### src/vision_frame_receiver_unit_macros.svh
// ---------------------------------------------------------------------------
// Assertion macros
// Shared concurrent assertion forms, clocked on i_clk, off during reset.
// ---------------------------------------------------------------------------
`ifndef VISION_FRAME_RECEIVER_UNIT_MACROS_SVH
`define VISION_FRAME_RECEIVER_UNIT_MACROS_SVH

// same-cycle implication
`define VFR_ASSERT_NOW(label, ante, cons, msg) \
    label: assert property (@(posedge i_clk) disable iff (!i_rst_n) \
        (ante) |-> (cons)) else $error(msg);

// next-cycle implication
`define VFR_ASSERT_NEXT(label, ante, cons, msg) \
    label: assert property (@(posedge i_clk) disable iff (!i_rst_n) \
        (ante) |=> (cons)) else $error(msg);

`endif

### src/vfr_pkg.sv
// ---------------------------------------------------------------------------
// vfr_pkg
// Constants and types shared by the frame receiver modules.
// ---------------------------------------------------------------------------
package vfr_pkg;

    localparam logic [7:0] FRAME_HEADER = 8'hAA;
    localparam logic [7:0] LENGTH_LIMIT = 8'd250;
    localparam logic [7:0] VISION_IDENT = 8'hF1;

    localparam logic CFG_OWN_ADDR   = 1'b0;
    localparam logic CFG_BCAST_ADDR = 1'b1;

    localparam logic [7:0] FUNC_LINE    = 8'd0;
    localparam logic [7:0] FUNC_X       = 8'd1;
    localparam logic [7:0] FUNC_Y       = 8'd2;
    localparam logic [7:0] FUNC_ARRIVED = 8'd3;

    typedef logic [3:0][7:0] t_window;

    // one finished frame handed from parser to record stage
    typedef struct packed {
        logic    sum_ok;
        logic    apply;
        t_window window;
    } t_frame_done;

endpackage

### src/vision_frame_receiver_unit.sv
// ---------------------------------------------------------------------------
// vision_frame_receiver_unit
// Framed vision message receiver, one serial byte per word.
// ---------------------------------------------------------------------------
// Input words (i_rx_byte) go in with push/full; one byte per cycle is taken.
// The parser checks header, address, id and length, keeps both running sums
// and hands each completed frame (second sum byte) to a short frame queue.
// The record stage pops that queue, applies function-code updates for valid
// vision frames and shows one result word on empty/pop.
// A frame's result goes through the frame queue and the record register.
// Throughput: one byte per cycle; full rises only on a frame's last byte
// while the frame queue (FRAME_DEPTH entries) is full.
// A stalled receiver holds its result; up to FRAME_DEPTH more frames queue,
// and any number of non-final bytes keep flowing.
// Configuration (own/broadcast address) via cfg_valid/cfg_ready, always
// ready; write only while idle.
// Synchronous active-low reset clears parser, window bytes, record and
// queue; own address 0, broadcast address 255.
// ---------------------------------------------------------------------------
module vision_frame_receiver_unit #(
    parameter int FRAME_DEPTH = 2
) (
    input  logic        i_clk,
    input  logic        i_rst_n,
    input  logic        push,
    output logic        full,
    input  logic [7:0]  i_rx_byte,
    output logic        empty,
    input  logic        pop,
    output logic        o_sum_ok,
    output logic [7:0]  o_turn_code,
    output logic [7:0]  o_line_angle,
    output logic [7:0]  o_x_direction,
    output logic [15:0] o_x_shift,
    output logic [7:0]  o_y_direction,
    output logic [15:0] o_y_shift,
    output logic [7:0]  o_arrived_flag,
    output logic [15:0] o_updates_seen,
    input  logic        i_cfg_valid,
    output logic        o_cfg_ready,
    input  logic        i_cfg_index,
    input  logic [7:0]  i_cfg_data
);

    vfr_pkg::t_frame_done q_in_word, q_head;
    logic                 q_push, q_full, q_pop, q_empty;

    assign o_cfg_ready = 1'b1;

    vfr_front u_front (
        .i_clk       (i_clk),
        .i_rst_n     (i_rst_n),
        .i_push      (push),
        .i_rx_byte   (i_rx_byte),
        .o_full      (full),
        .i_cfg_valid (i_cfg_valid),
        .i_cfg_index (i_cfg_index),
        .i_cfg_data  (i_cfg_data),
        .i_q_full    (q_full),
        .o_q_push    (q_push),
        .o_q_word    (q_in_word)
    );

    vfr_fifo #(
        .DEPTH (FRAME_DEPTH)
    ) u_fifo (
        .i_clk   (i_clk),
        .i_rst_n (i_rst_n),
        .i_push  (q_push),
        .i_word  (q_in_word),
        .o_full  (q_full),
        .i_pop   (q_pop),
        .o_empty (q_empty),
        .o_head  (q_head)
    );

    vfr_back u_back (
        .i_clk          (i_clk),
        .i_rst_n        (i_rst_n),
        .i_q_empty      (q_empty),
        .i_q_head       (q_head),
        .o_q_pop        (q_pop),
        .i_pop          (pop),
        .o_empty        (empty),
        .o_sum_ok       (o_sum_ok),
        .o_turn_code    (o_turn_code),
        .o_line_angle   (o_line_angle),
        .o_x_direction  (o_x_direction),
        .o_x_shift      (o_x_shift),
        .o_y_direction  (o_y_direction),
        .o_y_shift      (o_y_shift),
        .o_arrived_flag (o_arrived_flag),
        .o_updates_seen (o_updates_seen)
    );

endmodule

### src/vfr_front.sv
// ---------------------------------------------------------------------------
// vfr_front
// Byte parser: header, address, id, length, payload, sum bytes.
// ---------------------------------------------------------------------------
module vfr_front (
    input  logic                 i_clk,
    input  logic                 i_rst_n,
    input  logic                 i_push,
    input  logic [7:0]           i_rx_byte,
    output logic                 o_full,
    input  logic                 i_cfg_valid,
    input  logic                 i_cfg_index,
    input  logic [7:0]           i_cfg_data,
    input  logic                 i_q_full,
    output logic                 o_q_push,
    output vfr_pkg::t_frame_done o_q_word
);

    typedef enum logic [2:0] {
        PH_IDLE,
        PH_HDR,
        PH_ADDR,
        PH_IDENT,
        PH_PAYLOAD,
        PH_SUM1,
        PH_SUM2
    } t_phase;

    t_phase           r_phase, n_phase;
    logic [7:0]       r_bytes_left, n_bytes_left;
    logic [2:0]       r_pidx, n_pidx;
    logic [7:0]       r_sum1, n_sum1;
    logic [7:0]       r_sum2, n_sum2;
    logic [7:0]       r_got1, n_got1;
    logic             r_ident_ok, n_ident_ok;
    vfr_pkg::t_window r_win, n_win;
    logic [7:0]       r_own_addr, r_bcast_addr;
    logic             accept;
    logic [7:0]       add1;

    assign o_full   = (r_phase == PH_SUM2) && i_q_full;
    assign accept   = i_push && !o_full;
    assign add1     = r_sum1 + i_rx_byte;
    assign o_q_push = accept && (r_phase == PH_SUM2);

    always_comb begin
        n_phase      = r_phase;
        n_bytes_left = r_bytes_left;
        n_pidx       = r_pidx;
        n_sum1       = r_sum1;
        n_sum2       = r_sum2;
        n_got1       = r_got1;
        n_ident_ok   = r_ident_ok;
        n_win        = r_win;
        if (accept) begin
            case (r_phase)
                PH_IDLE: begin
                    if (i_rx_byte == vfr_pkg::FRAME_HEADER) begin
                        n_phase = PH_HDR;
                        n_sum1  = i_rx_byte;
                        n_sum2  = i_rx_byte;
                    end
                end
                PH_HDR: begin
                    if (i_rx_byte == r_own_addr || i_rx_byte == r_bcast_addr) begin
                        n_phase = PH_ADDR;
                        n_sum1  = add1;
                        n_sum2  = r_sum2 + add1;
                    end else begin
                        n_phase = PH_IDLE;
                    end
                end
                PH_ADDR: begin
                    n_phase    = PH_IDENT;
                    n_ident_ok = (i_rx_byte == vfr_pkg::VISION_IDENT);
                    n_sum1     = add1;
                    n_sum2     = r_sum2 + add1;
                end
                PH_IDENT: begin
                    if (i_rx_byte < vfr_pkg::LENGTH_LIMIT) begin
                        n_phase      = PH_PAYLOAD;
                        n_bytes_left = i_rx_byte;
                        n_pidx       = '0;
                        n_sum1       = add1;
                        n_sum2       = r_sum2 + add1;
                    end else begin
                        n_phase = PH_IDLE;
                    end
                end
                PH_PAYLOAD: begin
                    if (r_bytes_left != 8'd0) begin
                        n_bytes_left = r_bytes_left - 8'd1;
                        if (!r_pidx[2]) begin
                            n_win[r_pidx[1:0]] = i_rx_byte;
                            n_pidx             = r_pidx + 3'd1;
                        end
                        n_sum1 = add1;
                        n_sum2 = r_sum2 + add1;
                        if (r_bytes_left == 8'd1) begin
                            n_phase = PH_SUM1;
                        end
                    end else begin
                        n_phase = PH_IDLE;
                    end
                end
                PH_SUM1: begin
                    n_phase = PH_SUM2;
                    n_got1  = i_rx_byte;
                    if (!r_pidx[2]) begin
                        n_win[r_pidx[1:0]] = i_rx_byte;
                        n_pidx             = r_pidx + 3'd1;
                    end
                end
                PH_SUM2: begin
                    n_phase = PH_IDLE;
                    if (!r_pidx[2]) begin
                        n_win[r_pidx[1:0]] = i_rx_byte;
                    end
                end
                default: begin
                    n_phase = PH_IDLE;
                end
            endcase
        end
    end

    always_comb begin
        o_q_word.sum_ok = (r_got1 == r_sum1) && (i_rx_byte == r_sum2);
        o_q_word.apply  = o_q_word.sum_ok && r_ident_ok;
        o_q_word.window = n_win;
    end

    always_ff @(posedge i_clk) begin
        if (!i_rst_n) begin
            r_phase      <= PH_IDLE;
            r_bytes_left <= '0;
            r_pidx       <= '0;
            r_sum1       <= '0;
            r_sum2       <= '0;
            r_got1       <= '0;
            r_ident_ok   <= 1'b0;
            r_win        <= '0;
            r_own_addr   <= 8'd0;
            r_bcast_addr <= 8'd255;
        end else begin
            r_phase      <= n_phase;
            r_bytes_left <= n_bytes_left;
            r_pidx       <= n_pidx;
            r_sum1       <= n_sum1;
            r_sum2       <= n_sum2;
            r_got1       <= n_got1;
            r_ident_ok   <= n_ident_ok;
            r_win        <= n_win;
            if (i_cfg_valid) begin
                case (i_cfg_index)
                    vfr_pkg::CFG_OWN_ADDR:   r_own_addr   <= i_cfg_data;
                    vfr_pkg::CFG_BCAST_ADDR: r_bcast_addr <= i_cfg_data;
                    default: begin
                    end
                endcase
            end
        end
    end

endmodule

### src/vfr_fifo.sv
// ---------------------------------------------------------------------------
// vfr_fifo
// Short queue of finished frames between parser and record stage.
// ---------------------------------------------------------------------------
`include "vision_frame_receiver_unit_macros.svh"

module vfr_fifo #(
    parameter int DEPTH = 2
) (
    input  logic                 i_clk,
    input  logic                 i_rst_n,
    input  logic                 i_push,
    input  vfr_pkg::t_frame_done i_word,
    output logic                 o_full,
    input  logic                 i_pop,
    output logic                 o_empty,
    output vfr_pkg::t_frame_done o_head
);

    localparam int AW = (DEPTH > 1) ? $clog2(DEPTH) : 1;
    localparam int CW = $clog2(DEPTH + 1);

    vfr_pkg::t_frame_done r_mem [DEPTH];
    logic [AW-1:0]        r_wr, r_rd;
    logic [CW-1:0]        r_count;
    logic                 do_push, do_pop;

    assign o_full  = (r_count == CW'(DEPTH));
    assign o_empty = (r_count == '0);
    assign o_head  = r_mem[r_rd];
    assign do_push = i_push && !o_full;
    assign do_pop  = i_pop && !o_empty;

    always_ff @(posedge i_clk) begin
        if (do_push) begin
            r_mem[r_wr] <= i_word;
        end
    end

    always_ff @(posedge i_clk) begin
        if (!i_rst_n) begin
            r_wr    <= '0;
            r_rd    <= '0;
            r_count <= '0;
        end else begin
            if (do_push) begin
                r_wr <= (r_wr == AW'(DEPTH - 1)) ? '0 : r_wr + 1'b1;
            end
            if (do_pop) begin
                r_rd <= (r_rd == AW'(DEPTH - 1)) ? '0 : r_rd + 1'b1;
            end
            case ({do_push, do_pop})
                2'b10:   r_count <= r_count + 1'b1;
                2'b01:   r_count <= r_count - 1'b1;
                default: r_count <= r_count;
            endcase
        end
    end

    `VFR_ASSERT_NOW(a_count_bound, 1'b1, r_count <= CW'(DEPTH), "queue count exceeds depth")
    `VFR_ASSERT_NOW(a_no_overflow, i_push, !o_full, "frame pushed into full queue")
    `VFR_ASSERT_NEXT(a_push_shows, o_empty && i_push, !o_empty, "pushed frame not visible")

endmodule

### src/vfr_back.sv
// ---------------------------------------------------------------------------
// vfr_back
// Record stage: applies frame updates and holds the result word.
// ---------------------------------------------------------------------------
`include "vision_frame_receiver_unit_macros.svh"

module vfr_back (
    input  logic                 i_clk,
    input  logic                 i_rst_n,
    input  logic                 i_q_empty,
    input  vfr_pkg::t_frame_done i_q_head,
    output logic                 o_q_pop,
    input  logic                 i_pop,
    output logic                 o_empty,
    output logic                 o_sum_ok,
    output logic [7:0]           o_turn_code,
    output logic [7:0]           o_line_angle,
    output logic [7:0]           o_x_direction,
    output logic [15:0]          o_x_shift,
    output logic [7:0]           o_y_direction,
    output logic [15:0]          o_y_shift,
    output logic [7:0]           o_arrived_flag,
    output logic [15:0]          o_updates_seen
);

    logic             r_valid;
    logic             r_sum_ok;
    logic [7:0]       r_turn, r_angle, r_xdir, r_ydir, r_arrived;
    logic [15:0]      r_xshift, r_yshift, r_tally;
    logic             take;
    vfr_pkg::t_window w;

    assign take    = !i_q_empty && (!r_valid || i_pop);
    assign o_q_pop = take;
    assign w       = i_q_head.window;

    always_ff @(posedge i_clk) begin
        if (!i_rst_n) begin
            r_valid   <= 1'b0;
            r_sum_ok  <= 1'b0;
            r_turn    <= '0;
            r_angle   <= '0;
            r_xdir    <= '0;
            r_xshift  <= '0;
            r_ydir    <= '0;
            r_yshift  <= '0;
            r_arrived <= '0;
            r_tally   <= '0;
        end else if (take) begin
            r_valid  <= 1'b1;
            r_sum_ok <= i_q_head.sum_ok;
            if (i_q_head.apply) begin
                case (w[0])
                    vfr_pkg::FUNC_LINE: begin
                        r_turn  <= w[1];
                        r_angle <= w[2];
                        r_tally <= r_tally + 16'd1;
                    end
                    vfr_pkg::FUNC_X: begin
                        r_xdir   <= w[1];
                        r_xshift <= {w[2], w[3]};
                        r_tally  <= r_tally + 16'd1;
                    end
                    vfr_pkg::FUNC_Y: begin
                        r_ydir   <= w[1];
                        r_yshift <= {w[2], w[3]};
                        r_tally  <= r_tally + 16'd1;
                    end
                    vfr_pkg::FUNC_ARRIVED: begin
                        r_arrived <= w[1];
                    end
                    default: begin
                    end
                endcase
            end
        end else if (i_pop) begin
            r_valid <= 1'b0;
        end
    end

    assign o_empty        = !r_valid;
    assign o_sum_ok       = r_sum_ok;
    assign o_turn_code    = r_turn;
    assign o_line_angle   = r_angle;
    assign o_x_direction  = r_xdir;
    assign o_x_shift      = r_xshift;
    assign o_y_direction  = r_ydir;
    assign o_y_shift      = r_yshift;
    assign o_arrived_flag = r_arrived;
    assign o_updates_seen = r_tally;

    `VFR_ASSERT_NEXT(a_take_shows, take, r_valid, "taken frame not presented")
    `VFR_ASSERT_NEXT(a_hold_word, r_valid && !i_pop, r_valid && $stable(r_tally),
        "waiting result word changed")

endmodule

### config.mk
export PLATFORM = sky130hd
export DESIGN_NAME = vision_frame_receiver_unit
export DESIGN_NICKNAME = d
export VERILOG_FILES = /design/src/vfr_pkg.sv /design/src/vision_frame_receiver_unit.sv /design/src/vfr_front.sv /design/src/vfr_fifo.sv /design/src/vfr_back.sv
export VERILOG_INCLUDE_DIRS = /design/src /design/src/src
export SDC_FILE = /design/constraint.sdc
export NUM_CORES = 1
export LEC_CHECK = 0
export BUFFER_PORTS_ARGS = -buffer_cell sky130_fd_sc_hd__buf_4
export CELL_PAD_IN_SITES_DETAIL_PLACEMENT = 2
export CELL_PAD_IN_SITES_GLOBAL_PLACEMENT = 2
export CORE_ASPECT_RATIO = 0.9
export CORE_MARGIN = 3
export CORE_UTILIZATION = 34
export CTS_CLUSTER_DIAMETER = 80
export DETAILED_ROUTE_END_ITERATION = 12
export PLACE_DENSITY_LB_ADDON = 0.1
export SLEW_MARGIN = 25
export SYNTH_ARGS = -nofsm -noshare
export SYNTH_HDL_FRONTEND = slang
export SYNTH_SLANG_ARGS = --single-unit
### constraint.sdc
create_clock -name i_clk -period 3.09 [get_ports i_clk]
set_input_delay 0.309 -clock i_clk [delete_from_list [all_inputs] [get_ports i_clk]]
set_output_delay 0.309 -clock i_clk [all_outputs]
set_load 0.005 [all_outputs]
======== Yosys cells after proc, flatten, opt, wreduce, memory -nomap -nowiden ========
Memory sizes are Yosys's and may differ from the RTL's. A register that Yosys moved wholly into a read port is not among the register bits.
Index checks and enable logic that the tools add are counted.
cells by class
  $add $sub $neg .......................... 9
  order comparisons ....................... 3
  bitwise operators ....................... 1
  equality and inequality tests ........... 24
  mux-type cells .......................... 38
  reduce and logical (&&, ||, !) cells .... 39
operators by type and width
  kind                   count
  $mux 32                3
  $mux 8                 10
  $pmux 8 s5             2
  $pmux 32 s2            1
  $bwmux 32              1
  $eq 8x8->1             4
  $mux 3                 7
  $pmux 3 s6             1
  $reduce_and 3->1       6
  $add 16x1->16 const B  1
  $add 8x8->8            2
  $demux 8 s2            1
  $eq 8x1->1 const B     2
  $eq 8x2->1 const B     2
  $eq 8x8->1 const B     2
  $pmux 8 s2             1
  $eq 3x3->1 const B     3
  $logic_and 1x1->1      9
  $pmux 3 s3             1
  $logic_not 8->1        1
  $lt 8x8->1 const B     1
  $mux 1                 8
  $ne 2x1->1 const B     4
  $reduce_and 2->1       4
  other kinds (27)       37
storage, ports and cells
  input bits .............................. 22
  logic and storage cells ................. 141
  memory bits (writable) .................. 68
  register bits after elaboration ......... 181
  memories kept ........................... 1
  output and inout bits ................... 92
memories
  name          depth  bits a word  read ports  clocked after Yosys merged registers in  write ports  RTL line        text
  u_fifo.r_mem  2      34           1           1                                        1            vfr_fifo.sv:23  vfr_pkg::t_frame_done r_mem [DEPTH];

======== Longest topological paths before layout ========
Gate-level depths: netlist (run 1).
  word-level depth ........................ 9
  depth in mapped cells ................... 12
  gate-level depth less buffers ........... 12

======== Cells and area by module ========
From an unflattened synthesis (run 1), not the netlist that was laid out.
unflattened totals
  cells, all modules ...................... 1107
  area, all modules ....................... 11334.6 µm²
modules (own cells, without submodules)
  module                      seq. area each (µm²)  times used  cells an instance  area an instance (µm²)
  vfr_front                   1741.7                1           555                4931.0
  vfr_back                    1801.7                1           418                3711.1
  vfr_fifo                    2142.1                1           132                2681.3
  vision_frame_receiver_unit  0.0                   1           2                  11.3

======== Worst setup path after synthesis (run 1) ========
No wires, ideal clock.
  path type ............................... register to register
  from .................................... reg u_front.r_phase[2]
  to ...................................... mem u_fifo.r_mem[0][0] (netlist name), enable pin
  buffers on the path ..................... 2
  library setup time ...................... 0.425 ns
  clock period less this slack ............ 3.075 ns
  cell stages (with the launch flop) ...... 5
  setup slack ............................. 0.015 ns
  required time ........................... 2.665 ns
  arrival ................................. 2.650 ns
  cell sequence ........................... dfxtp_1 -> clkbuf_1 -> clkbuf_1 -> nand4b_1 -> nor2_1
between the ends
  cells in the longest elaborated chain, start to end .. 8
RTL lines
  item                              RTL line                          text
  from (decl)                       vfr_front.sv:29                   t_phase r_phase, n_phase;
  from (signal assigned)            vfr_front.sv:146                  r_phase <= n_phase;
  $eq 3x3->1 (*)                    vfr_front.sv:41, vfr_front.sv:44
  $logic_and 1x1->1                 vfr_front.sv:41                   assign o_full = (r_phase == PH_SUM2) && i_q_full;
  $logic_not 1->1                   vfr_front.sv:42                   assign accept = i_push && !o_full;
  $logic_and 1x1->1                 vfr_front.sv:42
  $logic_and 1x1->1 (*)             vfr_front.sv:44                   assign o_q_push = accept && (r_phase == PH_SUM2);
  $logic_and 1x1->1 (*)             vfr_fifo.sv:31                    assign do_push = i_push && !o_full;
  $mux 1 (*)                        vfr_fifo.sv:35                    if (do_push) begin
  $mux 1 (implied by the code) (*)  vfr_fifo.sv:36                    r_mem[r_wr] <= i_word;
  to (decl)                         vfr_fifo.sv:23
Mark *: on every way between the ends. The rest lies on a longest branch, timed or not.

======== Worst setup path in the final report (run 1) ========
  from .................................... reg u_front.r_sum1[1]
  to ...................................... reg u_front.r_sum2[7]
between the ends
  cells in the longest elaborated chain, start to end .. 4
  elaborated cells on any way between the ends .. 6
  those cells by class .................... add/sub (2); mux (4)
RTL lines
  item                       RTL line                                           text
  from (decl)                vfr_front.sv:32                                    logic [7:0] r_sum1, n_sum1;
  from (signal assigned)     vfr_front.sv:149                                   r_sum1 <= n_sum1;
  $add 8x8->8 (*)            vfr_front.sv:43                                    assign add1 = r_sum1 + i_rx_byte;
  $add 8x8->8 (*)            -
  $mux 8 (on tied branches)  vfr_front.sv:91, vfr_front.sv:65, vfr_front.sv:80
  $pmux 8 s5 (*)             vfr_front.sv:56                                    case (r_phase)
  to (signal assigned)       vfr_front.sv:150                                   r_sum2 <= n_sum2;
  to (decl)                  vfr_front.sv:33                                    logic [7:0] r_sum2, n_sum2;
Mark *: on every way between the ends. The rest lies on a longest branch, timed or not. The select of a mux whose other input is x is not followed.
A chain may end at the register's enable or synchronous reset.

==> key figures, run 1 <==
Timing
  – RSZ-0062 raised after global routing: no
  – Max-slew violations: 0
  – Tightest Pin Transition: 985 ps
  – WHS: 30.2 ps
  – Slew HR: 34.2%
  – Endpoints failing setup: 0
  – Final setup skew: 11.1 ps
  – Fin Setup TNS: 0 ps
  – Peak Freq: 370 MHz
  – Final period utilization: 87.6%
  – Fin crit period: 2710 ps
  – Final Hold Vio Count: 0

GRT
  – GRT Overall Usage: 17.6%
  – Initial antenna violation count: 1
  – First-pass GRT wire length: 49,200 um
  – GRT overflow: 0
  – Largest net degree at the start of global routing: 52
  – Number of global-route vias before repair: 8,778

Worst setup path
  – Worst setup path endpoint: u_front.r_sum2[7]
  – Worst-path cell chain: ha_1, a211oi_1, o21ai_0, xor2_1, ha_1, a21o_1, a21oi_1, o21ai_0, xnor2_1, o21ai_0
  – Critical path launch point type: register
  – Reg2Reg Depth: 10
  – Worst Path Class, Setup: reg -> reg
  – Slowest stage delay, CP: 470 ps
  – Arrival @ worst endpoint: 3130 ps
  – Worst-path fanout max: 4
  – Kind of end point of the critical path: register
  – Worst setup startpoint: u_front.r_sum1[1]
  – FF-to-FF setup slack: 380 ps
  – Reg-to-Reg End: u_front.r_sum2[7]
  – Most frequent cell on the critical path: o21ai_0
  – Critical Path Stages: 10
  – CP required: 3510 ps
  – RR Startpoint: u_front.r_sum1[1]
  – Family with the most delay on the worst path: compound AO/OA/AOI/OAI gates
  – Buf+Inv Stages, Crit Path: 0
  – Max stage delay cell, worst path: dfxtp_1

Logic synthesis
  – Ys async rst share: 0%
  – Synth area leader: dfxtp_1
  – Mapped Area: 10,900 sq um
  – Mapped Cells: 1,051
  – Post-synth top flop: dfxtp_1
  – Synth warn: 0
  – Post-Syn Area per Cell: 10.3 sq um
  – Most numerous cell in the Yosys netlist: dfxtp_1
  – Seq/Total Area, Yosys: 52.3%
  – Unique masters post-synth: 74
  – Number of synthesized flops with an enable pin: 68
  – Synth area leaders: dfxtp_1 34%, edfxtp_1 19%, a211oi_1 5.4%, nor2_1 4.9%, mux2i_1 3.7%
  – Syn nets: 1,098
  – Post-synth top cells: 182 x dfxtp_1, 143 x nor2_1, 93 x nand2_1
  – Flip-flop and latch count after synthesis: 250
  – Share of the synthesized area in the top cell type: 33.5%

Power
  – PD cells: 539 nW/um^2
  – Max IR drop VDD: 0.365 mV
  – Tot Pwr: 7.05 mW
  – Pleak: 4.73 nW

Placed design
  – GP Congestion: 0.762
  – Hpwl dp: 20,800 um
  – IO Port Bufs: 112

Clocking
  – Clock Latency Late Sink: 540 ps
  – Clk slew on worst S/H paths: 70 ps
  – Num CTS Buffers: 28
  – Clock sink count: 250
  – Level count of the clock H-tree: 1
  – Clock root buffer: clkbuf_16
  – Clock Path Buffers: 3
  – CTS tree: built

Layout
  – Share of cells above drive strength 1: 20.8%
  – Count of nets after finishing: 1,202
  – Filler instances: 3,346
  – Area delta synth->final: 20.3%

Detailed routing
  – Initial DRC Count: 307
  – Vias per Instance: 5.11
  – Post-route ant nets: 0
  – # DRC: 0
  – Detailed Route WL: 30,300 um
  – Drt pass-1 iters: 4
  – DR vias: 8,106
  – Wire length per cell: 19.1 um

Floorplanning
  – Die Ht: 176 um
  – Die W: 194 um
  – Initial Util: 34.8%
  – Ports: 114
  – Die ar.: 34,100 sq um
  – Row count: 61
  – Core ar.: 31,200 sq um

Worst hold path
  – Hold Path Class: in -> reg

Run status
  – Status: finished, final reports clean

Job
  – Max Cap Violations: 0
-- cells by family (layout without fill, tap and decap cells) --
| logic type | Yosys count | in the layout | share of synthesized area (%) |
|---|---|---|---|
| simple gates | 361 | 361 | 16.3 |
| flops | 250 | 250 | 52.3 |
| compound gates | 205 | 205 | 13.5 |
| buf+inv | 85 | 210 | 3.67 |
| mux | 65 | 65 | 6.45 |
| xor+xnor | 59 | 59 | 4.76 |
| fa+ha+maj | 25 | 25 | 3.02 |
| other cells | 1 | 2 | 0.0345 |
-- per-stage QoR --
step	setup WS [ps]	utilization [%]	std cells	instance area [sq um]
2_1_floorplan	14.7	-	1051	10900
3_3_place_gp	347	38.9	1529	12100
3_5_place_dp	284	38.9	1529	12100
4_1_cts	340	41.9	1585	13100
5_1_grt	69.8	41.9	1585	13100
6_report	384	41.9	1586	13100
-- cell usage in the layout (no fill, tap or decap), types with 18 or more instances in the layout --
master,count
mux2_2,20
inv_1,18
nand2_1,93
a211oi_1,78
buf_4,132
ha_1,23
a21oi_1,45
mux2i_1,40
xnor2_1,37
nor2_1,140
clkbuf_16,31
and2_1,26
o21ai_0,25
xor2_1,22
dfxtp_1,181
edfxtp_1,68
nand3_1,23
-- worst min-delay path by stage --
stage / start / end / slack (ps) / depth (start not counted)
5_1_grt: i_cfg_data[3] / u_front.r_own_addr[3] / 20 / 3
3_5_place_dp: u_front.r_got1[7] / u_front.r_got1[7] / 470 / 2
2_1_floorplan: i_cfg_data[0] / u_front.r_bcast_addr[0] / 430 / 2
4_1_cts: i_cfg_data[7] / u_front.r_bcast_addr[7] / 5 / 3
6_report: i_cfg_data[7] / u_front.r_bcast_addr[7] / 30 / 3
3_3_place_gp: u_front.r_win[10] / u_front.r_win[10] / 450 / 2
-- per-layer routing --
metal,global-route usage (%),vias up,routed length (um)
met5,0,-,0
met4,2.99,0,438
met3,2.07,38,894
met2,30.3,95,14400
met1,24.3,4025,14500
li1,-,3948,-
-- sequential cells by signal, indices dropped and copies added, names as in the netlist, 16 cells and up, named ones only --
signal	count
u_fifo.r_mem	68
u_front.r_win	32
u_back.o_updates_seen	16
u_back.o_x_shift	16
u_back.o_y_shift	16
-- worst register-to-register path, cell delays in order, from the launching register on --
cell and delay [ps]:
dfxtp_1 470, ha_1 300, a211oi_1 370, o21ai_0 170, xor2_1 280, ha_1 330
a21o_1 170, a21oi_1 130, o21ai_0 110, xnor2_1 150, o21ai_0 90
-- repair_timing --
action | CTS | global route
setup buffers | 0 | 0
hold buffers | 5 | 0
gates resized for setup | 0 | 0
hold endpoints to repair | 5 | 0
setup endpoints to repair | 0 | 0
-- where the power goes --
| part | internal [mW] | leakage [nW] | switching, mW |
|---|---|---|---|
| clock | 1.81 | 0.423 | 1.40 |
| sequential | 3.38 | 1.99 | 0.0424 |
| combinational | 0.166 | 2.31 | 0.254 |
| total | 5.36 | 4.73 | 1.69 |
-- cell type report --
type | instances | area (sq um) | area share, %
multi-input combinational | 716 | 4810 | 36.8
antenna | 1 | 2.50 | 0.0191
sequential | 250 | 5690 | 43.5
clock inverter | 18 | 104 | 0.795
timing repair buffer | 140 | 1100 | 8.43
clock buffer | 33 | 783 | 5.99
inverter | 19 | 73.8 | 0.565
tap | 409 | 512 | 3.92
Note: power is estimated with default switching activity, not from simulation.
==> inputs of run 2 (changes only) <==
--- a/config.mk
+++ b/config.mk
@@ -11,7 +11,7 @@
 export CELL_PAD_IN_SITES_GLOBAL_PLACEMENT = 2
 export CORE_ASPECT_RATIO = 0.9
 export CORE_MARGIN = 3
-export CORE_UTILIZATION = 34
+export CORE_UTILIZATION = 38
 export CTS_CLUSTER_DIAMETER = 80
 export DETAILED_ROUTE_END_ITERATION = 12
 export PLACE_DENSITY_LB_ADDON = 0.1
==> constraint.sdc (replaced) <==
create_clock -name i_clk -period 3.05 [get_ports i_clk]
set_input_delay 0.305 -clock i_clk [delete_from_list [all_inputs] [get_ports i_clk]]
set_output_delay 0.305 -clock i_clk [all_outputs]
set_load 0.005 [all_outputs]
==> run 2 against run 1 <==
Compared with the run above:
- routed wire length rose by 1.8%
- sequential power rose by 1%
- power fell by 0.13%
- final cell count fell by 3.3%
- register-to-register slack got worse by 80 ps
- critical path depth rose by 2
- count of clock-buffer cells in the layout rose by 11
- largest cell class unchanged
- highest routed layer unchanged
==> key figures, run 2 (synthesis results as in run 1) <==
Clocking
  – Level count of the clock H-tree: 1 (unchanged)
  – CTS tree: built
  – Clock Latency Late Sink: 530 ps (about the same)
  – Clock root buffer: clkbuf_16
  – Postcts setup bufs: 0 (unchanged)
  – Clk slew on worst S/H paths: 60 ps (about the same)
  – Num CTS Buffers: 27 (-3.6%)
  – Clock Path Buffers: 3 (unchanged)
  – Clock sink count: 250 (unchanged)

Floorplanning
  – Core ar.: 28,000 sq um (-10%)
  – Initial Util: 38.8% (+4.0 points)
  – Row count: 58 (-4.9%)
  – Ports: 114 (unchanged)
  – Die ar.: 30,700 sq um (-10%)
  – Die Ht: 166 um (-5.2%)
  – Die W: 184 um (-5.2%)

GRT
  – GRT overflow: 0 (unchanged)
  – M3 GR Usage: 2.45% (+0.38 points)
  – GRT Overall Usage: 20.1% (+2.6 points)
  – First-pass GRT wire length: 50,000 um (+1.6%)
  – Number of global-route vias before repair: 8,884 (+1.2%)
  – Met2 Use GR: 35.9% (+5.6 points)
  – Global route hottest layer: met2
  – Initial antenna violation count: 0 (-1)
  – M1 GR Usage: 26.5% (+2.2 points)
  – Largest net degree at the start of global routing: 64 (+23%)

Worst hold path
  – Hold Path Class: in -> reg

Detailed routing
  – Drt pass-1 iters: 4 (unchanged)
  – Initial DRC Count: 303 (-1.3%)
  – Vias per Instance: 5.33 (+4.2%)
  – # DRC: 0 (unchanged)
  – Wire length per cell: 20.1 um (+5.3%)
  – DR vias: 8,165 (+0.73%)
  – Post-route ant nets: 0 (unchanged)
  – Detailed Route WL: 30,800 um (+1.8%)

Layout
  – Area delta synth->final: 19.3%
  – Most frequent cells in the layout: 181 x dfxtp_1, 140 x nor2_1, 132 x buf_4
  – Antenna diodes: 0 (-1)
  – Most common cell after layout, fill and taps aside: dfxtp_1
  – Number of flip-flops in the largest register: 68 (unchanged)
  – Multi-input logic area: 4810 sq um (unchanged)
  – Share of cells above drive strength 1: 20.2% (-0.63 points)
  – Top Registers: u_fifo.r_mem: 68 flops, u_front.r_win: 32 flops
  – Count of nets after finishing: 1,200 (-0.17%)
  – Top reg by flops: u_fifo.r_mem
  – FF/Latch Area: 5690 sq um (unchanged)
  – Filler instances: 2,965 (-11%)

Timing
  – Slew HR: 36.5% (+2.2 points)
  – Final setup skew: 11.4 ps (+0.339 ps)
  – Fin Setup TNS: 0 ps (unchanged)
  – Tightest Pin Transition: 951 ps (-33.5 ps)
  – RSZ-0062 raised after global routing: no
  – WHS: 19.1 ps (-11.2 ps)
  – Max-slew violations: 0 (unchanged)
  – Fin crit period: 2750 ps (+43.2 ps)
  – Endpoints failing setup: 0 (unchanged)
  – Final setup margin: 300 ps (-83.2 ps)
  – Final Hold Vio Count: 0 (unchanged)
  – Peak Freq: 364 MHz (-1.6%)
  – Final period utilization: 90.1% (+2.6 points)

Worst setup path
  – Worst-path fanout max: 3 (-1)
  – CP required: 3500 ps (about the same)
  – Worst Path Class, Setup: reg -> reg
  – Critical path launch point type: register
  – Slowest stage delay, CP: 430 ps (-40 ps)
  – Max stage delay cell, worst path: fa_1
  – Worst-path cell chain: ha_1, fa_1, a21o_1, a21oi_1, xnor2_1, ha_1, o21ai_0, inv_1, a21oi_1, xnor2_1, nand2_1, a31oi_1
  – Arrival @ worst endpoint: 3200 ps (+70 ps)
  – Kind of end point of the critical path: register

Placed design
  – IO Port Bufs: 112 (unchanged)
  – Hpwl dp: 20,700 um (-0.17%)
  – GP Congestion: 0.782 (+2.6%)
  – Dpl ws: 209 ps (-74.4 ps)

Job
  – Max Cap Violations: 0 (unchanged)

Power
  – Tot Pwr: 7.04 mW (-0.13%)
  – Pleak: 4.71 nW (-0.35%)
  – PD cells: 543 nW/um^2 (+0.74%)
  – Max IR drop VDD: 0.381 mV (+4.3%)

Run status
  – Status: finished, final reports clean
run 2: cell count changes in the layout (fill, tap and decap cells not counted), sizes merged:
| cell | before | now |
|---|---|---|
| diode | 1 | 0 |
| dlygate4sd3 | 5 | 3 |
| clkinvlp | 6 | 1 |
| clkinv | 12 | 4 |
| buf | 135 | 136 |
| clkbuf | 33 | 44 |
run 2: final timing paths:
check / from / to / slack [ps] / cells past startpoint
hold reg to reg: u_front.r_got1[1] / u_front.r_got1[1] / 480 / 2
setup / recovery: u_front.r_sum1[0] / u_front.r_sum2[5] / 300 / 12
hold / removal: i_cfg_data[1] / u_front.r_bcast_addr[1] / 20 / 3
setup reg to reg: u_front.r_sum1[0] / u_front.r_sum2[5] / 300 / 12
run 2: metal layers:
layer | share of wire (%) | vias to the layer above
li1 | - | 3926
met1 | 46 | 4107
met2 | 50 | 104
met3 | 2.5 | 28
met4 | 1.4 | 0
met5 | 0 | -
run 2: through the flow:
stage	instances	area (sq um)	utilization (%)
final	1533	13000	46.3
after global routing	1533	13000	46.3
after CTS	1533	13000	46.3
after detailed placement	1481	12100	43.2
after global placement	1481	12100	43.2
after floorplan	1051	10900	-
run 2: area by class of cell:
cell class | instances | share of cell area [%]
clock buffers | 44 | 6.27
clock inverters | 5 | 0.203
inverters | 19 | 0.570
multi-input cells | 716 | 37.1
flip-flops and latches | 250 | 43.9
well taps | 360 | 3.48
repair buffers | 139 | 8.50
run 2: report_power, final:
part / internal [mW] / switching, mW
logic: 0.173 / 0.270
clock network: 1.81 / 1.33
registers: 3.42 / 0.0331
total: 5.41 / 1.63
run 2: timing repair:
action | in CTS | in global routing
gates resized for setup | 0 | 0
hold endpoints to repair | 3 | 0
hold buffers | 3 | 0
run 2: critical path: cells and delay by family, from the launching register on:
kind                       cells  cell delay (ps)
AOI/OAI and AO/OA              5              900
buffers and inverters          1              100
and+or+nand+nor                1               60
adders and majority gates      3              930
DFF                            1              340
xor gates and xnor gates       2              310
